`config.mk`:
```
export PLATFORM = sky130hd
export DESIGN_NAME = cvote_div
export DESIGN_NICKNAME = d
export VERILOG_FILES = /design/src/rtl/core/assert_macros.svh /design/src/rtl/core/cvote_pkg.sv /design/src/rtl/core/cvote_div.sv
export SDC_FILE = /design/constraint.sdc
export NUM_CORES = 2
export LEC_CHECK = 0
export CAP_MARGIN = 5
export CORE_AREA = 2 2 613 462
export CTS_BUF_LIST = sky130_fd_sc_hd__clkbuf_4 sky130_fd_sc_hd__clkbuf_8 sky130_fd_sc_hd__clkbuf_16
export CTS_CLUSTER_SIZE = 24
export DETAILED_ROUTE_END_ITERATION = 7
export DIE_AREA = 0 0 615 464
export DONT_BUFFER_PORTS = 1
export SLEW_MARGIN = 20
export SYNTH_ARGS = -nofsm -noshare
export SYNTH_HDL_FRONTEND = slang
export SYNTH_SLANG_ARGS = --single-unit
```
`constraint.sdc`:
```
create_clock -name aclk -period 4.7 [get_ports aclk]
set_clock_uncertainty 0.2 [all_clocks]
set_input_delay 0.94 -clock aclk [delete_from_list [all_inputs] [get_ports aclk]]
set_output_delay 0.94 -clock aclk [all_outputs]
set_load 0.01 [all_outputs]
```
`src/rtl/core/assert_macros.svh`:
```
// Assertion macros shared by the RTL of the circle vote block.
// Depends on nothing; the bodies compile away when SYNTHESIS is defined.
`ifndef ASSERT_MACROS_SVH
`define ASSERT_MACROS_SVH
`ifndef SYNTHESIS
`define CV_ASSERT(label, clk, rst_n, prop) \
    label: assert property (@(posedge clk) disable iff (!rst_n) prop) \
        else $error("assertion failed");
`define CV_ASSERT_NEVER(label, clk, rst_n, cond) \
    `CV_ASSERT(label, clk, rst_n, !(cond))
`else
`define CV_ASSERT(label, clk, rst_n, prop)
`define CV_ASSERT_NEVER(label, clk, rst_n, cond)
`endif
`endif

```
`src/rtl/core/cvote_pkg.sv`:
```
// Widths, latencies, register indexes and status codes of the circle vote block.
// Used by the divider, the square root unit and the top level.
`default_nettype none

package cvote_pkg;

    localparam int COORD_W     = 10;
    localparam int FRAC_W      = 8;
    localparam int QUOT_INT_W  = 20;
    localparam int QUOT_W      = QUOT_INT_W + FRAC_W;
    localparam int NUM_W       = 3 * COORD_W + 3;
    localparam int DEN_W       = 2 * COORD_W + 3;
    localparam int ROOT_W      = 20;
    localparam int RSQ_W       = 2 * ROOT_W;
    localparam int DIV_LAT     = QUOT_W + 1;
    localparam int SQRT_LAT    = ROOT_W;
    localparam int FAR_PIXELS  = 2048;

    localparam int MINR_W      = 10;
    localparam int MAXR_W      = 11;
    localparam int SHIFT_W     = 3;
    localparam int BIN_W       = 13;
    localparam int RBIN_W      = 11;
    localparam int STATUS_W    = 2;

    localparam int IN_DATA_W   = ((6 * COORD_W + 7) / 8) * 8;
    localparam int OUT_DATA_W  = ((2 * BIN_W + RBIN_W + 7) / 8) * 8;
    localparam int CFG_INDEX_W = 2;
    localparam int CFG_DATA_W  = MAXR_W;

    localparam logic [STATUS_W-1:0] ST_ACCEPT    = 2'd0;
    localparam logic [STATUS_W-1:0] ST_COLLINEAR = 2'd1;
    localparam logic [STATUS_W-1:0] ST_RANGE     = 2'd2;

    localparam logic [CFG_INDEX_W-1:0] REG_MIN_RADIUS   = 2'd0;
    localparam logic [CFG_INDEX_W-1:0] REG_MAX_RADIUS   = 2'd1;
    localparam logic [CFG_INDEX_W-1:0] REG_CENTER_SHIFT = 2'd2;
    localparam logic [CFG_INDEX_W-1:0] REG_RADIUS_SHIFT = 2'd3;

    localparam logic [MINR_W-1:0]  MIN_RADIUS_RST   = 10'd40;
    localparam logic [MAXR_W-1:0]  MAX_RADIUS_RST   = 11'd500;
    localparam logic [SHIFT_W-1:0] CENTER_SHIFT_RST = 3'd3;
    localparam logic [SHIFT_W-1:0] RADIUS_SHIFT_RST = 3'd3;

endpackage

`default_nettype wire

```
`src/rtl/core/cvote_div.sv`:
```
// Pipelined restoring divider: floor(num * 2^FRAC_W / den), one quotient bit per stage.
// Depends on cvote_pkg for widths.
`default_nettype none

module cvote_div (
    input  logic                        aclk,
    input  logic                        en,
    input  logic [cvote_pkg::NUM_W-1:0]  num,
    input  logic [cvote_pkg::DEN_W-1:0]  den,
    output logic [cvote_pkg::QUOT_W-1:0] quot,
    output logic                        far
);
    import cvote_pkg::*;

    localparam int REM_W = DEN_W + 1;
    localparam int CMP_W = DEN_W + QUOT_INT_W;

    logic [REM_W-1:0]  rem_reg  [0:QUOT_W];
    logic [QUOT_W-1:0] bits_reg [0:QUOT_W];
    logic [QUOT_W-1:0] quot_reg [0:QUOT_W];
    logic [DEN_W-1:0]  den_reg  [0:QUOT_W];
    logic              far_reg  [0:QUOT_W];

    // The quotient overflows its integer field exactly when num >= den * 2^QUOT_INT_W.
    always_ff @(posedge aclk) begin
        if (en) begin
            rem_reg[0]  <= REM_W'(num[NUM_W-1:QUOT_INT_W]);
            bits_reg[0] <= {num[QUOT_INT_W-1:0], FRAC_W'(0)};
            quot_reg[0] <= '0;
            den_reg[0]  <= den;
            far_reg[0]  <= CMP_W'(num) >= {den, QUOT_INT_W'(0)};
        end
    end

    for (genvar k = 1; k <= QUOT_W; k++) begin : g_step
        logic [REM_W-1:0] trial;
        logic             fits;

        assign trial = {rem_reg[k-1][REM_W-2:0], bits_reg[k-1][QUOT_W-1]};
        assign fits  = trial >= {1'b0, den_reg[k-1]};

        always_ff @(posedge aclk) begin
            if (en) begin
                rem_reg[k]  <= fits ? trial - {1'b0, den_reg[k-1]} : trial;
                bits_reg[k] <= {bits_reg[k-1][QUOT_W-2:0], 1'b0};
                quot_reg[k] <= {quot_reg[k-1][QUOT_W-2:0], fits};
                den_reg[k]  <= den_reg[k-1];
                far_reg[k]  <= far_reg[k-1];
            end
        end
    end

    assign quot = quot_reg[QUOT_W];
    assign far  = far_reg[QUOT_W];

endmodule

`default_nettype wire

```
==> qor.json <==
{
  "cap_violations": 0,
  "post_synth_instance_area_um2": 97500,
  "cts.htree.levels": 4,
  "endpoint_of_the_lowest_slack_register_to_register_path": "rem_reg[19][4]",
  "dp_slack_ns": -0.00135,
  "report.final.hold_viol_count": 0,
  "vdd.ir_drop.worst_mv": 0.295,
  "drv_slew": 0,
  "critical_path_buf_inv_count": 1,
  "cp_cell_sequence": "ha_1, fa_1, nor2b_1, o31a_1, o21a_1, o21ai_0, a221oi_1, a2111oi_0, o21ai_2, buf_4, mux2_2",
  "synth_seq_cells": 1923,
  "tritoncts": "built",
  "gr-usage-met2_pct": 21.6,
  "timing.fmax_ghz": 0.230,
  "grt.busiest_layer": "met2",
  "cts.sinks": 1923,
  "antenna_found_initial": 7,
  "grt.total_usage_pct": 14.3,
  "worst-setup-path-type": "flip-flop to flip-flop",
  "worst_case_hold_slack_ns": 0.167,
  "place.gp.congestion": 0.923,
  "grt_pass1_wl_um": 330000,
  "clk-insertion-delay-late_ns": 0.89,
  "crit_required_ns": 5.08,
  "slew_at_the_pin_with_the_worst_max_slew_slack_ns": 1.14,
  "ys.flop_type": "sky130_fd_sc_hd__edfxtp_1",
  "firstDrtPassIters": 6,
  "num_vias": 59800,
  "synth_sequential_area_ratio_pct": 59.3,
  "async_flop_share_pct": 0,
  "arrival_ns": 4.72,
  "grt_max_degree": 222,
  "outcome": "complete, no violations",
  "post-synth-top-count-cell": "sky130_fd_sc_hd__edfxtp_1",
  "placedCellCount": 11400,
  "layout.cells.non_filler": 11800,
  "r2r-start": "den_reg[4][46]",
  "ctsLongestPathBuffers": 4,
  "place.port_buffers": 0,
  "finalSetupViolations": 0,
  "placed_area_um2": 102000,
  "avgRoutedWirePerCell_um": 17.6,
  "hp-start": "bits_reg[0][237]",
  "max_stage_delay_ns": 0.67,
  "synth_top_cells_by_area": "sky130_fd_sc_hd__edfxtp_1 59%, sky130_fd_sc_hd__ha_1 8.3%, sky130_fd_sc_hd__mux2_2 3.8%, sky130_fd_sc_hd__inv_1 3.1%, sky130_fd_sc_hd__a21oi_1 2.8%",
  "rsz0062_at_grt": "no",
  "setup.reg_to_reg.worst_slack_ns": 0.36,
  "area_growth_syn_to_layout_pct": 12.4,
  "clock_tree.root_cell": "sky130_fd_sc_hd__clkbuf_16",
  "post_synth_inst_count": 7767,
  "die_x_um": 615,
  "synth_enable_flop_cells": 1923,
  "power_density_nw_per_um2": 657,
  "r2r_cells": 11,
  "critPathMaxFanout": 23,
  "synthTopCellsByCount": "1,923 x sky130_fd_sc_hd__edfxtp_1, 807 x sky130_fd_sc_hd__inv_1, 647 x sky130_fd_sc_hd__ha_1",
  "layout-drive-gt1-share_pct": 9.77,
  "register_area_um2": 57700,
  "setup_fix_bufs_post_cts": 0,
  "post-synth-top-area-fraction_pct": 59.3,
  "core-area_um2": 279000,
  "numCtsBuffers": 210,
  "holdCritPathClass": "flip-flop to flip-flop",
  "postLayoutSetupSlackWorst_ns": 0.358,
  "critPathSlowestCell": "sky130_fd_sc_hd__o21ai_2",
  "grt_use_met1_pct": 20.9,
  "cts-resized-gates": 0,
  "design_area_um2": 110000,
  "drc_errors": 0,
  "multiInputGateArea_um2": 36000,
  "grt.overflow.total": 0,
  "critPathTopFamily": "compound AO/OA/AOI/OAI gates",
  "period_needed_ns": 4.34,
  "dp.final_hpwl_um": 147000,
  "mappedNetlistNets": 8499,
  "met3_track_demand_over_resource_in_global_routing_pct": 2.50,
  "routed_vias_inst": 5.05,
  "clk_pin_slew_worst_paths_ns": 0.06,
  "final.fill_count": 26000,
  "post_cts_hold_buffer_count": 57,
  "min_delay_worst_endpoint": "bits_reg[0][265]",
  "die-height_um": 464,
  "period_share_pct": 92.4,
  "worstSetupStartpoint": "den_reg[4][46]",
  "synthesis.yosys.warnings": 0,
  "drt_iter0_markers": 5317,
  "antenna_left": 0,
  "synth_largest_area_cell": "sky130_fd_sc_hd__edfxtp_1",
  "p_leak_nw": 42.9,
  "finish.net_count": 8658,
  "cp-end-kind": "flip-flop",
  "synth_cell_types": 90,
  "floorplan.rows": 168,
  "report.power.total_w": 0.0720,
  "floorplan.initialDensity_pct": 34.9,
  "drt_wl_total_um": 208000,
  "vias_in_the_first_global_route": 58700,
  "die_area_um2": 285000,
  "timing.slew.headroom_pct": 23.8,
  "element_type_at_the_critical_path_start": "flip-flop",
  "whs_path_depth": 0,
  "top_level_ports": 87,
  "largest_reg_flops": 644,
  "syn_avg_cell_area_um2": 12.5
}
-- cells by family (layout without fill, tap and decap cells) --
logic type / count (synthesis) / in the layout / synth area share, %
multiplexers: 364 / 364 / 4.20
flip-flops: 1923 / 1923 / 59.3
buffers and inverters: 966 / 1288 / 3.92
other: 0 / 6 / 0
AO/OA/AOI/OAI: 1841 / 1841 / 12.0
AND/OR/NAND/NOR: 1514 / 1514 / 7.37
XOR/XNOR: 485 / 485 / 4.36
adder cells (fa/ha/maj): 674 / 674 / 8.86
-- worst reg2reg max path, cell delays in order, from the launching register on --
cell                        delay (ns)
sky130_fd_sc_hd__edfxtp_1         0.41
sky130_fd_sc_hd__ha_1             0.25
sky130_fd_sc_hd__fa_1             0.41
sky130_fd_sc_hd__nor2b_1          0.20
sky130_fd_sc_hd__o31a_1           0.23
sky130_fd_sc_hd__o21a_1           0.18
sky130_fd_sc_hd__o21ai_0          0.24
sky130_fd_sc_hd__a221oi_1         0.34
sky130_fd_sc_hd__a2111oi_0        0.14
sky130_fd_sc_hd__o21ai_2          0.67
sky130_fd_sc_hd__buf_4            0.42
sky130_fd_sc_hd__mux2_2           0.40
-- layout make-up --
type	instances	share of cell area (%)
Sequential cell	1923	52.7
Multi-Input combinational cell	4878	32.9
Inverter	809	2.77
Tap cell	3740	4.27
Clock buffer	262	5.23
Antenna cell	6	0.0137
Timing Repair Buffer	104	1.16
Clock inverter	113	0.987
-- metrics by stage --
| step | utilization (%) | TNS, ns |
|---|---|---|
| finish | 39.3 | 0 |
| global route | 39.3 | 0 |
| CTS | 39.2 | 0 |
| detailed placement | 36.6 | -0.0141 |
| global placement | 36.6 | 0 |
| floorplan | - | 0 |
-- how the worst max path moves through the flow --
stage | to | slack (ns) | cells after the start
detailed placement | den_reg[6][67] | -0.001 | 5
CTS | rem_reg[19][4] | 0.40 | 11
global route | rem_reg[19][4] | 0.12 | 11
global placement | far_reg[0][2] | 0.12 | 4
floorplan | rem_reg[8][16] | 1.34 | 13
finish | rem_reg[19][4] | 0.36 | 11
-- per-layer routing --
layer,up-vias,routed length (µm)
met5,-,0
met4,0,5270
met3,317,11600
met2,1459,89100
met1,29000,102000
li1,29000,-
-- report_power, final --
group / switching, W / internal, W
sequential: 0.00224 / 0.0243
clock: 0.00684 / 0.00961
combinational: 0.0159 / 0.0131
-- placed cells by master (no fill, tap or decap), drive strengths merged, types with 23 or more instances in the layout --
cell type,n
a211oi,48
a21boi,28
a21o,257
a21oi,554
a31oi,63
and2,23
and3,36
buf,47
clkbuf,262
clkinv,74
dlygate4sd3,57
edfxtp,1923
fa,27
ha,647
inv,813
mux2,333
mux2i,31
nand2,439
nand2b,78
nand3,96
nand4,72
nor2,422
nor2b,93
nor3,109
nor4,31
o211ai,50
o21a,126
o21ai,399
o21bai,65
o31ai,49
or2,27
or3,26
xnor2,307
xor2,178
No activity file was read; power rests on OpenSTA's default activity.
